==> config.mk <==
export PLATFORM = sky130hd
export DESIGN_NAME = serial_command_line_decoder_top
export DESIGN_NICKNAME = d
export VERILOG_FILES = /design/src/rtl/core/scld_pkg.sv /design/src/rtl/core/scld_ctrl.sv /design/src/rtl/core/scld_dpath.sv /design/src/rtl/core/serial_command_line_decoder_top.sv
export SDC_FILE = /design/constraint.sdc
export NUM_CORES = 1
export LEC_CHECK = 0
export BUFFER_PORTS_ARGS = -buffer_cell sky130_fd_sc_hd__buf_4
export CAP_MARGIN = 20
export CORE_ASPECT_RATIO = 1.4
export CORE_MARGIN = 4
export CORE_UTILIZATION = 35
export CTS_CLUSTER_DIAMETER = 50
export CTS_CLUSTER_SIZE = 24
export DETAILED_ROUTE_END_ITERATION = 10
export PLACE_DENSITY = 0.48
export SLEW_MARGIN = 20
export SYNTH_ARGS = -nofsm -noshare
export SYNTH_HDL_FRONTEND = slang
export SYNTH_HIERARCHICAL = 1
export SYNTH_SLANG_ARGS = --single-unit
export TNS_END_PERCENT = 5
==> constraint.sdc <==
create_clock -name clk -period 7.5 [get_ports clk]
set_input_delay 1.125 -clock clk [delete_from_list [all_inputs] [get_ports clk]]
set_output_delay 1.125 -clock clk [all_outputs]
set_load 0.05 [all_outputs]
==> src/rtl/core/scld_pkg.sv <==
`timescale 1ns / 1ps
// ----------------------------------------------------------------------------
// scld_pkg
// Shared types, character codes and hex decode helpers for the serial
// command line decoder.
// ----------------------------------------------------------------------------
package scld_pkg;

  localparam int CNT_W = 7;
  localparam int HDR_LEN = 15;
  localparam int DATA_START = 16;
  localparam int MAX_DATA = 62;

  localparam logic [7:0] CHR_LF = 8'h0A;
  localparam logic [7:0] CHR_US = 8'h5F;
  localparam logic [7:0] CHR_R  = 8'h52;
  localparam logic [7:0] CHR_C  = 8'h43;
  localparam logic [7:0] CHR_G  = 8'h47;
  localparam logic [7:0] CHR_SP = 8'h20;
  localparam logic [7:0] CHR_9  = 8'h39;
  localparam logic [7:0] CHR_0  = 8'h30;
  localparam logic [7:0] CHR_A  = 8'h41;

  typedef enum logic [2:0] {
    KIND_RELAY = 3'd0,
    KIND_CLEAR = 3'd1,
    KIND_GHDR  = 3'd2,
    KIND_GCHR  = 3'd3,
    KIND_ERR   = 3'd4
  } kind_t;

  typedef enum logic [2:0] {
    LK_NONE,
    LK_RELAY,
    LK_CLEAR,
    LK_GFX,
    LK_ERR
  } line_kind_t;

  typedef enum logic [2:0] {
    S_IDLE,
    S_DECODE,
    S_EMIT_ONE,
    S_GFX_READ,
    S_GFX_EMIT,
    S_CLEAR
  } state_t;

  typedef struct packed {
    logic  store;
    logic  clear;
    logic  ptr_init;
    logic  rd_issue;
    logic  pend_take;
    logic  out_load;
    kind_t out_kind;
    logic  out_last;
  } dp_cmd_t;

  typedef struct packed {
    logic       is_lf;
    logic       at_last;
    line_kind_t line_kind;
    logic       pend_hdr;
    logic       look_zero;
    logic       out_free;
  } dp_sts_t;

  function automatic logic [7:0] nibble_of(input logic [7:0] c);
    logic [7:0] v;
    if (c <= CHR_9) begin
      v = c - CHR_0;
    end else begin
      v = c - CHR_A + 8'd10;
    end
    return v;
  endfunction

  // second nibble is not masked to four bits
  function automatic logic [7:0] hex_pair(input logic [7:0] hi_c, input logic [7:0] lo_c);
    logic [7:0] hi;
    logic [7:0] lo;
    hi = nibble_of(hi_c);
    lo = nibble_of(lo_c);
    return {hi[3:0], 4'h0} | lo;
  endfunction

endpackage

==> src/rtl/core/scld_ctrl.sv <==
`timescale 1ns / 1ps
// ----------------------------------------------------------------------------
// scld_ctrl
// Line decoder controller: takes bytes, walks the stored line at line end
// and sequences result requests into the datapath output register.
// ----------------------------------------------------------------------------
module scld_ctrl
  import scld_pkg::*;
(
  input  logic    clk,
  input  logic    rst_n,
  input  logic    in_valid,
  output logic    in_stall,
  input  dp_sts_t sts,
  output dp_cmd_t cmd
);

  state_t state_r;
  state_t state_nxt;

  always_ff @(posedge clk) begin
    if (!rst_n) begin
      state_r <= S_IDLE;
    end else begin
      state_r <= state_nxt;
    end
  end

  always_comb begin
    state_nxt = state_r;
    case (state_r)
      S_IDLE: begin
        if (in_valid && (sts.is_lf || sts.at_last)) begin
          state_nxt = S_DECODE;
        end
      end
      S_DECODE: begin
        case (sts.line_kind)
          LK_NONE: state_nxt = S_CLEAR;
          LK_GFX:  state_nxt = S_GFX_READ;
          default: state_nxt = S_EMIT_ONE;
        endcase
      end
      S_EMIT_ONE: begin
        if (sts.out_free) begin
          state_nxt = S_CLEAR;
        end
      end
      S_GFX_READ: state_nxt = S_GFX_EMIT;
      S_GFX_EMIT: begin
        if (sts.out_free) begin
          state_nxt = sts.look_zero ? S_CLEAR : S_GFX_READ;
        end
      end
      S_CLEAR: state_nxt = S_IDLE;
      default: state_nxt = S_IDLE;
    endcase
  end

  always_comb begin
    cmd = '0;
    cmd.out_kind = KIND_ERR;
    in_stall = 1'b1;
    case (state_r)
      S_IDLE: begin
        in_stall = 1'b0;
        cmd.store = in_valid && !sts.is_lf;
      end
      S_DECODE: begin
        cmd.ptr_init = (sts.line_kind == LK_GFX);
      end
      S_EMIT_ONE: begin
        cmd.out_load = sts.out_free;
        cmd.out_last = 1'b1;
        case (sts.line_kind)
          LK_RELAY: cmd.out_kind = KIND_RELAY;
          LK_CLEAR: cmd.out_kind = KIND_CLEAR;
          default:  cmd.out_kind = KIND_ERR;
        endcase
      end
      S_GFX_READ: begin
        cmd.rd_issue = 1'b1;
      end
      S_GFX_EMIT: begin
        cmd.out_load = sts.out_free;
        cmd.out_kind = sts.pend_hdr ? KIND_GHDR : KIND_GCHR;
        cmd.out_last = sts.look_zero;
        cmd.pend_take = sts.out_free && !sts.look_zero;
      end
      S_CLEAR: begin
        cmd.clear = 1'b1;
      end
      default: begin
        cmd = '0;
      end
    endcase
  end

endmodule

==> src/rtl/core/scld_dpath.sv <==
`timescale 1ns / 1ps
// ----------------------------------------------------------------------------
// scld_dpath
// Line decoder datapath: line memory, header byte registers, fill count,
// data read pointer, hex field decode and the result output register.
// ----------------------------------------------------------------------------
module scld_dpath
  import scld_pkg::*;
#(
  parameter int LINE_LENGTH = 78
) (
  input  logic       clk,
  input  logic       rst_n,
  input  logic [7:0] in_rx_byte,
  input  dp_cmd_t    cmd,
  output dp_sts_t    sts,
  output logic       out_valid,
  input  logic       out_stall,
  output logic [2:0] out_kind,
  output logic [7:0] out_arg_a,
  output logic [7:0] out_arg_b,
  output logic [7:0] out_arg_c,
  output logic [7:0] out_arg_d,
  output logic [7:0] out_arg_e,
  output logic [7:0] out_arg_f,
  output logic [7:0] out_data_char,
  output logic       out_last
);

  localparam int AW = $clog2(LINE_LENGTH);
  localparam int DATA_END = (LINE_LENGTH < DATA_START + MAX_DATA) ?
                            LINE_LENGTH : DATA_START + MAX_DATA;

  logic [7:0]       mem [LINE_LENGTH];
  logic [7:0]       hdr_r [HDR_LEN];
  logic [CNT_W-1:0] count_r;
  logic [CNT_W-1:0] count_nxt;
  logic [CNT_W-1:0] ptr_r;
  logic [7:0]       rd_q_r;
  logic             rd_ok_r;
  logic [7:0]       pend_char_r;
  logic             pend_hdr_r;

  logic             out_valid_r;
  logic             out_valid_nxt;
  kind_t            out_kind_r;
  logic [7:0]       arg_a_r, arg_b_r, arg_c_r, arg_d_r, arg_e_r, arg_f_r, char_r;
  logic [7:0]       arg_a_nxt, arg_b_nxt, arg_c_nxt, arg_d_nxt, arg_e_nxt, arg_f_nxt;
  logic [7:0]       char_nxt;
  logic             last_r;
  logic             out_free;

  logic [7:0] hex3, hex5, hex7, hex9, hex11, hex13;

  // line memory; reads at or above the fill count are treated as zero (look_zero)
  always_ff @(posedge clk) begin
    if (cmd.store) begin
      mem[count_r[AW-1:0]] <= in_rx_byte;
    end
    if (cmd.rd_issue) begin
      rd_q_r <= mem[ptr_r[AW-1:0]];
    end
  end

  always_comb begin
    count_nxt = count_r;
    if (cmd.clear) begin
      count_nxt = '0;
    end else if (cmd.store) begin
      count_nxt = count_r + 1'b1;
    end
  end

  always_ff @(posedge clk) begin
    if (!rst_n) begin
      count_r <= '0;
      for (int i = 0; i < HDR_LEN; i++) begin
        hdr_r[i] <= '0;
      end
    end else begin
      count_r <= count_nxt;
      if (cmd.clear) begin
        for (int i = 0; i < HDR_LEN; i++) begin
          hdr_r[i] <= '0;
        end
      end else if (cmd.store && (count_r < CNT_W'(HDR_LEN))) begin
        hdr_r[count_r[3:0]] <= in_rx_byte;
      end
    end
  end

  always_ff @(posedge clk) begin
    if (!rst_n) begin
      ptr_r      <= '0;
      rd_ok_r    <= 1'b0;
      pend_hdr_r <= 1'b0;
    end else begin
      if (cmd.ptr_init) begin
        ptr_r      <= CNT_W'(DATA_START);
        pend_hdr_r <= 1'b1;
      end else if (cmd.pend_take) begin
        ptr_r      <= ptr_r + 1'b1;
        pend_hdr_r <= 1'b0;
      end
      if (cmd.rd_issue) begin
        rd_ok_r <= (ptr_r < count_r) && (ptr_r < CNT_W'(DATA_END));
      end
    end
  end

  always_ff @(posedge clk) begin
    if (cmd.pend_take) begin
      pend_char_r <= rd_q_r;
    end
  end

  assign hex3  = hex_pair(hdr_r[3], hdr_r[4]);
  assign hex5  = hex_pair(hdr_r[5], hdr_r[6]);
  assign hex7  = hex_pair(hdr_r[7], hdr_r[8]);
  assign hex9  = hex_pair(hdr_r[9], hdr_r[10]);
  assign hex11 = hex_pair(hdr_r[11], hdr_r[12]);
  assign hex13 = hex_pair(hdr_r[13], hdr_r[14]);

  always_comb begin
    sts.is_lf     = (in_rx_byte == CHR_LF);
    sts.at_last   = (count_r == CNT_W'(LINE_LENGTH - 1));
    sts.pend_hdr  = pend_hdr_r;
    sts.look_zero = !rd_ok_r || (rd_q_r == 8'h00);
    sts.out_free  = out_free;
    if (hdr_r[0] != CHR_US) begin
      sts.line_kind = LK_NONE;
    end else if (hdr_r[2] != CHR_SP) begin
      sts.line_kind = LK_ERR;
    end else if (hdr_r[1] == CHR_R) begin
      sts.line_kind = LK_RELAY;
    end else if (hdr_r[1] == CHR_C) begin
      sts.line_kind = LK_CLEAR;
    end else if (hdr_r[1] == CHR_G) begin
      sts.line_kind = LK_GFX;
    end else begin
      sts.line_kind = LK_ERR;
    end
  end

  // result output register
  assign out_free = !out_valid_r || !out_stall;

  always_comb begin
    out_valid_nxt = out_valid_r && out_stall;
    if (cmd.out_load) begin
      out_valid_nxt = 1'b1;
    end
  end

  always_comb begin
    arg_a_nxt = '0;
    arg_b_nxt = '0;
    arg_c_nxt = '0;
    arg_d_nxt = '0;
    arg_e_nxt = '0;
    arg_f_nxt = '0;
    char_nxt  = '0;
    case (cmd.out_kind)
      KIND_RELAY: begin
        arg_a_nxt = hex3;
      end
      KIND_CLEAR: begin
        arg_a_nxt = hex3;
        arg_b_nxt = hex5;
        arg_c_nxt = hex7;
        arg_d_nxt = hex9;
        arg_e_nxt = hex11;
      end
      KIND_GHDR: begin
        arg_a_nxt = hex3;
        arg_b_nxt = hex5;
        arg_c_nxt = hex7;
        arg_d_nxt = hex9;
        arg_e_nxt = hex11;
        arg_f_nxt = hex13;
      end
      KIND_GCHR: begin
        char_nxt = pend_char_r;
      end
      default: begin
        char_nxt = '0;
      end
    endcase
  end

  always_ff @(posedge clk) begin
    if (!rst_n) begin
      out_valid_r <= 1'b0;
    end else begin
      out_valid_r <= out_valid_nxt;
    end
  end

  always_ff @(posedge clk) begin
    if (cmd.out_load) begin
      out_kind_r <= cmd.out_kind;
      arg_a_r    <= arg_a_nxt;
      arg_b_r    <= arg_b_nxt;
      arg_c_r    <= arg_c_nxt;
      arg_d_r    <= arg_d_nxt;
      arg_e_r    <= arg_e_nxt;
      arg_f_r    <= arg_f_nxt;
      char_r     <= char_nxt;
      last_r     <= cmd.out_last;
    end
  end

  assign out_valid     = out_valid_r;
  assign out_kind      = out_kind_r;
  assign out_arg_a     = arg_a_r;
  assign out_arg_b     = arg_b_r;
  assign out_arg_c     = arg_c_r;
  assign out_arg_d     = arg_d_r;
  assign out_arg_e     = arg_e_r;
  assign out_arg_f     = arg_f_r;
  assign out_data_char = char_r;
  assign out_last      = last_r;

  a_load_into_free: assert property (@(posedge clk) disable iff (!rst_n)
    cmd.out_load |-> out_free)
    else $error("result loaded over a pending result");

  a_count_in_range: assert property (@(posedge clk) disable iff (!rst_n)
    count_r <= CNT_W'(LINE_LENGTH))
    else $error("fill count past line length");

  a_clear_empties: assert property (@(posedge clk) disable iff (!rst_n)
    cmd.clear |=> (count_r == '0) && (hdr_r[0] == 8'h00))
    else $error("line not cleared");

  a_data_nonzero: assert property (@(posedge clk) disable iff (!rst_n)
    (out_valid_r && (out_kind_r == KIND_GCHR)) |-> (char_r != 8'h00))
    else $error("zero graphic data character emitted");

endmodule

==> src/rtl/core/serial_command_line_decoder_top.sv <==
`timescale 1ns / 1ps
// ----------------------------------------------------------------------------
// serial_command_line_decoder_top
// Collects received bytes into a line and decodes relay, clear and graphic
// commands with hex arguments into result requests.
//
//   channel  | handshake             | payload
//   ---------+-----------------------+-------------------------------------
//   in_      | in_valid / in_stall   | rx_byte
//   out_     | out_valid / out_stall | kind, arg_a..arg_f, data_char, last
//
// a byte that is not a line feed is stored while idle; in_stall is high outside idle
// line end (line feed or last entry filled): decode, then a relay, clear or error
// result, or none if the line does not start with '_'; graphic header and each data
// character: a read state, then a load; a clear state after the last result, then idle
// reset needs no clearing pass: reads at or past the fill count are treated as zero
// out_stall holds the result register; the controller waits on it
// ----------------------------------------------------------------------------
module serial_command_line_decoder_top
  import scld_pkg::*;
#(
  parameter int LINE_LENGTH = 78
) (
  input  logic       clk,
  input  logic       rst_n,
  input  logic       in_valid,
  output logic       in_stall,
  input  logic [7:0] in_rx_byte,
  output logic       out_valid,
  input  logic       out_stall,
  output logic [2:0] out_kind,
  output logic [7:0] out_arg_a,
  output logic [7:0] out_arg_b,
  output logic [7:0] out_arg_c,
  output logic [7:0] out_arg_d,
  output logic [7:0] out_arg_e,
  output logic [7:0] out_arg_f,
  output logic [7:0] out_data_char,
  output logic       out_last
);

  dp_cmd_t cmd;
  dp_sts_t sts;

  scld_ctrl u_ctrl (
    .clk      (clk),
    .rst_n    (rst_n),
    .in_valid (in_valid),
    .in_stall (in_stall),
    .sts      (sts),
    .cmd      (cmd)
  );

  scld_dpath #(
    .LINE_LENGTH (LINE_LENGTH)
  ) u_dpath (
    .clk           (clk),
    .rst_n         (rst_n),
    .in_rx_byte    (in_rx_byte),
    .cmd           (cmd),
    .sts           (sts),
    .out_valid     (out_valid),
    .out_stall     (out_stall),
    .out_kind      (out_kind),
    .out_arg_a     (out_arg_a),
    .out_arg_b     (out_arg_b),
    .out_arg_c     (out_arg_c),
    .out_arg_d     (out_arg_d),
    .out_arg_e     (out_arg_e),
    .out_arg_f     (out_arg_f),
    .out_data_char (out_data_char),
    .out_last      (out_last)
  );

endmodule
==> flow_metrics.tcl, run 1 <==
set metrics [dict create \
    grt_pass1_wl_um 130000 \
    dpl.hpwl_um 56600 \
    antenna_found_initial 1 \
    wl_per_cell_um 24.7 \
    tightest_slew_ps 1090 \
    synthToLayoutAreaGrowth_pct 12.1 \
    post_cts_resized 0 \
    met3_usage_pct 1.99 \
    post-route-period-util_pct 58.2 \
    synth-seq-cells 840 \
    fin_nets 2268 \
    coreArea_mm2 0.0996 \
    async_reset_ff_share_pct 0 \
    clock_sinks 840 \
    rsz0062_at_grt "false" \
    insertion_delay_ps 650 \
    cts_tree "built" \
    final_cell_mix "edfxtp_1, nor2_1, and2_1, mux4_2, buf_4" \
    synth_cells 2121 \
    min_period_ps 4360 \
    drt-initial-drc-count 1476 \
    hp-class "flop to flop" \
    grt_overflow 0 \
    synthTopCellsByArea "edfxtp_1, mux4_2, mux2i_1" \
    grt_use_met2_pct 30.1 \
    path_class "input port to flop" \
    synth_top_flop_cell "edfxtp_1" \
    yosysWarnings 6 \
    grt_usage_pct 16.9 \
    max-vdd-ir-drop_v 0.000149 \
    setup_viol 0 \
    dr_total_vias 18439 \
    drive_gt1_share_pct 15.9 \
    start_util_pct 35.2 \
    synth_area_mm2 0.0351 \
    slew_headroom_pct 27.5 \
    end_kind "flop" \
    tns_ps 0 \
    cts_hold_repair.buffers 0 \
    via_per_inst 5.15 \
    cts_setup_buffers 0 \
    max_freq_mhz 229 \
    placementRows 137 \
    root_buffer "clkbuf_16" \
    synth.yosys.seq_area_share_pct 71.4 \
    grt_pass1_vias 18975 \
    ant_nets 0 \
    cts_buffers 66 \
    post_dp_cell_area_mm2 0.0370 \
    critPathRequiredTime_ps 7780 \
    mostFrequentLayoutCell "edfxtp_1" \
    io_buffers 73 \
    fp.dieW_um 275 \
    h-tree-depth 3 \
    p_leak_nw 12.3 \
    die_area_mm2 0.105 \
    outcome "completed" \
    drtPass1Iterations 5 \
    synth_fp_nets 2186 \
    fillerInstances 9037 \
    hold_viol_final 0 \
    power_density_mw_per_mm2 233 \
    ys_types 76 \
    cap_violations 0 \
    skew_ps 23.6 \
    cts_buffer_depth 3 \
    maxSlewViolCount 0 \
    path_clk_slew_ps 80 \
    design_area_mm2 0.0393 \
    top_usage_layer "met2" \
    reg2regPathDepth 5 \
    synth_top_area_share_pct 70.2 \
    syn_avg_cell_area_um2 16.5 \
    cp.arrival_ps 4640 \
    synth_edf_count 820 \
    globalRouteMet1Util_pct 21.0 \
    worstHoldPathCells 0 \
    drt-total-wl_um 88300 \
    yosys.area.top_type "edfxtp_1" \
    critPathLaunchType "input port" \
    critPathMaxFanout 48 \
    drc 0 \
    die_h_um 382 \
    grt_max_degree 110 \
    pin_count 74 \
    gp_congestion 0.794 \
]
## worst max-delay path: stages
cell	delay, ps
buf_4	470
or4bb_1	220
nor2_1	70
nor3b_2	560
nor2b_1	380
nand3_1	820
nor2_1	940
## Yosys cell counts (all sizes together), types with 39 or more instances
cell and instances:
o21ai 50, mux2i 97, nand2 97, inv 41
edfxtp 820, and2 131, mux4 114, xnor2 39
a21oi 57, nor2 204, ha 53, buf 53
## power by group
group	total, mW	leakage, nW	switching (mW)	internal [mW]
Clock	3.74	1.13	1.79	1.95
Sequential	5.19	7.60	0.0235	5.17
Combinational	0.230	3.57	0.176	0.0542
## routing by layer
| metal | up-vias | routed length, um |
|---|---|---|
| li1 | 8332 | - |
| met1 | 9473 | 34800 |
| met2 | 508 | 46700 |
| met3 | 126 | 4000 |
| met4 | 0 | 2820 |
| met5 | - | 0 |
## stage by stage
stage	cells	power [mW]	worst slack [ps]	utilization [%]	hold slack (ps)
2_1_floorplan	2121	5.40	1220	-	417
5_1_grt	3576	9.51	2980	39.5	482
6_report	3577	9.16	3140	39.5	479
3_3_place_gp	3455	5.53	2260	37.1	448
3_5_place_dp	3455	5.54	2110	37.1	456
4_1_cts	3576	9.30	2860	39.5	475
## area by class of cell
| type | instances | area, um2 | share of cell area (%) |
|---|---|---|---|
| inverter | 43 | 161 | 0.411 |
| timing repair buffer | 103 | 786 | 2.00 |
| tap | 1320 | 1650 | 4.20 |
| antenna | 1 | 2.50 | 0.00637 |
| clock buffer | 76 | 1800 | 4.57 |
| sequential | 840 | 25000 | 63.7 |
| clock inverter | 45 | 528 | 1.34 |
| multi-input combinational | 1149 | 9350 | 23.8 |
## registers in the layout, summed over array words and instances (netlist names), 7 cells and up
name / cells
u_dpath/out_arg_e: 8
u_dpath/out_arg_b: 8
u_dpath/mem: 624
u_dpath/pend_char_r: 8
u_dpath/out_arg_f: 8
u_dpath/rd_q_r: 8
u_dpath/count_r: 7
u_dpath/hdr_r: 120
u_dpath/ptr_r: 7
u_dpath/out_arg_c: 8
u_dpath/out_data_char: 8
u_dpath/out_arg_d: 8
u_dpath/out_arg_a: 8
## cells by family after synthesis
group,Yosys count,synth area share (%)
adder cells (fa/ha/maj),53,1.89
buffers and inverters,132,2.01
XOR/XNOR,66,1.65
multiplexers,226,10.6
AO/OA/AOI/OAI,227,4.27
AND/OR/NAND/NOR,577,8.22
flip-flops,840,71.4
## final timing paths
kind | slack (ps) | start | end
max | 3140 | in_rx_byte[2] | u_dpath/mem[22][7]$_DFFE_PP_
min | 480 | u_dpath/rd_q_r[3]$_DFFE_PP_ | u_dpath/pend_char_r[3]$_DFFE_PP_
max reg2reg | 3480 | u_ctrl/state_r[0]$_SDFFE_PN0P_ | u_dpath/mem[22][7]$_DFFE_PP_
min reg2reg | 480 | u_dpath/rd_q_r[3]$_DFFE_PP_ | u_dpath/pend_char_r[3]$_DFFE_PP_
Power figures use the tool's default switching activity.
==> run 2: changes to the inputs <==
- ABC_AREA: default -> 1
- PLACE_DENSITY: 0.48 -> 0.49
- clock period: 7.5 -> 4 ns (I/O delays scaled with it)
==> run 2 against run 1 <==
Effect of this change: utilization up 0.48 points; largest cell class unchanged; synthesized area up 4.4%; flip-flop and latch count unchanged; critical path depth up 8; sequential power up 87%; highest routed layer is now met5.
==> flow_metrics.tcl, run 2 <==
set metrics [dict create \
    dpl.hpwl_um 64400 \
    grt_overflow 0 \
    hp-class "input port to flop" \
    tightest_slew_ps 1070 \
    die_h_um 391 \
    end_kind "flop" \
    synth_fp_nets 3529 \
    drc 0 \
    reg2regPathDepth 15 \
    synthToLayoutAreaGrowth_pct 13.4 \
    largest_reg_flops 624 \
    syn_avg_cell_area_um2 10.6 \
    drt-initial-drc-count 1729 \
    cpMaxStageDelayCell "nor4_1" \
    critPathMaxFanout 20 \
    slew_headroom_pct 28.8 \
    rsz0062_at_grt "false" \
    dr_total_vias 24071 \
    drive_gt1_share_pct 8.77 \
    final_cell_mix "nand2_1, edfxtp_1, nor2_1, inv_1, nand3_1" \
    yosysWarnings 6 \
    synth-seq-cells 840 \
    cts_tree "built" \
    die_area_mm2 0.110 \
    worstHoldPathCells 1 \
    fin_nets 3616 \
    cp.arrival_ps 3640 \
    antenna_found_initial 1 \
    synthTopCellsByArea "edfxtp_1, nand2_1, nor2_1" \
    rr_endpoint "u_dpath/out_arg_b[1]$_SDFFCE_PN0P_" \
    cap_violations 0 \
    tns_ps 0 \
    synthTopCellsByCount "nand2_1, edfxtp_1, nor2_1" \
    synth_top_flop_cell "edfxtp_1" \
    placementRows 140 \
    async_reset_ff_share_pct 0 \
    critPathRequiredTime_ps 4370 \
    critPathLaunchType "flop" \
    path_clk_slew_ps 70 \
    hold_viol_final 0 \
    min_from "in_rx_byte[6]" \
    drtPass1Iterations 5 \
    fp.dieW_um 281 \
    crit_top_cell "nand2_1" \
    root_buffer "clkbuf_16" \
    yosys.area.top_type "edfxtp_1" \
    h-tree-depth 3 \
    io_buffers 73 \
    synth_edf_count 820 \
    pin_count 74 \
    clock_sinks 840 \
    grt_usage_pct 18.1 \
    insertion_delay_ps 650 \
    maxSlewViolCount 0 \
    yosysMostFrequentCell "nand2_1" \
    ant_nets 0 \
    cts_setup_buffers 0 \
    gp_congestion 0.852 \
    path_class "flop to flop" \
    ys_types 43 \
    wl_per_cell_um 20.3 \
    skew_ps 26.3 \
    synth_area_mm2 0.0366 \
    hold_slack_ps 218 \
    hold_path_end "u_dpath/mem[68][6]$_DFFE_PP_" \
    p_leak_nw 16.0 \
    cpLargestDelayFamily "simple AND/OR/NAND/NOR gates" \
    synth_top_area_share_pct 67.3 \
    mostFrequentLayoutCell "nand2_1" \
    setup_viol 0 \
    cts_buffers 76 \
    synth_cells 3464 \
    coreArea_mm2 0.104 \
    grt_pass1_vias 23534 \
    via_per_inst 4.85 \
    r2r_slack_ps 730 \
    max-vdd-ir-drop_v 0.000260 \
    crit_path_max_incr_delay_ps 490 \
    grt_pass1_wl_um 150000 \
    max_freq_mhz 306 \
    drt-total-wl_um 101000 \
    power_density_mw_per_mm2 430 \
    start_util_pct 35.2 \
    post-route-period-util_pct 81.7 \
    path_cells "nor4_1, nand2_1, nand2_1, nand2_1, nor3b_1, nand2_1, nand2_1, nor4_1, a21oi_1, a21oi_1, o21ai_1, buf_4, clkinvlp_4, o21ai_0, a21oi_1" \
    synth.yosys.seq_area_share_pct 68.4 \
    cts_buffer_depth 3 \
    cp_num_buf_inv 2 \
    r2r-start "u_dpath/hdr_r[1][7]$_SDFFCE_PN0P_" \
    grt_max_degree 137 \
    min_period_ps 3270 \
    outcome "completed" \
    fillerInstances 10095 \
]
## run 2: cell count changes after synthesis, sizes merged, moves of 131 or more
| cell | delta |
|---|---|
| nand2 | +888 |
| inv | +301 |
| nand3 | +164 |
| nor2 | +289 |
| and2 | -131 |
| o21ai | +161 |
## run 2: repair_timing
action                     4_1_cts  5_1_grt
hold buffers                     0        0
resized for setup                0        1
setup endpoints to repair        0        1
## run 2: layout make-up
| type | instances | area, um2 | area share [%] |
|---|---|---|---|
| inverters | 343 | 1300 | 3.14 |
| repair buffers | 145 | 1190 | 2.86 |
| clock inverters | 56 | 671 | 1.62 |
| well taps | 1349 | 1690 | 4.07 |
| clock buffers | 85 | 2000 | 4.82 |
| flip-flops and latches | 840 | 25000 | 60.3 |
| diodes | 1 | 2.50 | 0.00603 |
| multi-input cells | 2145 | 9610 | 23.2 |
## run 2: metal layers
metal | global-route usage [%] | up-vias | part of all wire [%]
met5 | 0 | - | 0.0099
met4 | 6.76 | 2 | 3.8
met2 | 31.9 | 560 | 50
met3 | 2.20 | 166 | 4.4
met1 | 22.8 | 11569 | 41
li1 | - | 11774 | -
## run 2: report_power, final
part,total (mW),switching [mW],internal (mW)
Sequential,9.73,0.0382,9.70
Clock,7.68,3.57,4.11
Combinational,0.448,0.360,0.0877
## run 2: cells by family (layout without fill, tap and decap cells)
logic type	Yosys count	after routing	synth area share [%]
buffers and inverters	479	629	5.41
xor gates and xnor gates	15	15	0.359
muxes	1	1	0.0273
AOI/OAI and AO/OA	351	351	5.15
DFF	840	840	68.4
other	0	1	0
and+or+nand+nor	1725	1725	18.9
adders and majority gates	53	53	1.81
## run 2: worst max-delay path by stage
stage                                       from                            endpoint  slack [ps]  cells after the start
2_1_floorplan                          out_stall  u_dpath/out_arg_a[0]$_SDFFCE_PN0P_        1070                      4
3_3_place_gp                       in_rx_byte[6]   u_dpath/hdr_r[7][4]$_SDFFCE_PN0P_         460                     11
3_5_place_dp                       in_rx_byte[6]   u_dpath/hdr_r[3][6]$_SDFFCE_PN0P_         370                     11
4_1_cts        u_dpath/hdr_r[1][7]$_SDFFCE_PN0P_  u_dpath/out_arg_c[3]$_SDFFCE_PN0P_         500                     16
5_1_grt        u_dpath/hdr_r[1][7]$_SDFFCE_PN0P_  u_dpath/out_arg_e[0]$_SDFFCE_PN0P_         280                     15
6_report       u_dpath/hdr_r[1][7]$_SDFFCE_PN0P_  u_dpath/out_arg_b[1]$_SDFFCE_PN0P_         730                     15
## run 2: through the flow
step | utilization [%] | power [mW] | setup WS [ps] | area (um2) | instances
floorplan | - | 10.1 | 1070 | 36600 | 3464
global placement | 37.4 | 10.4 | 456 | 38800 | 4822
detailed placement | 37.4 | 10.4 | 370 | 38800 | 4822
CTS | 39.9 | 18.1 | 505 | 41500 | 4963
global route | 39.9 | 18.5 | 285 | 41500 | 4963
finish | 39.9 | 17.9 | 734 | 41500 | 4964
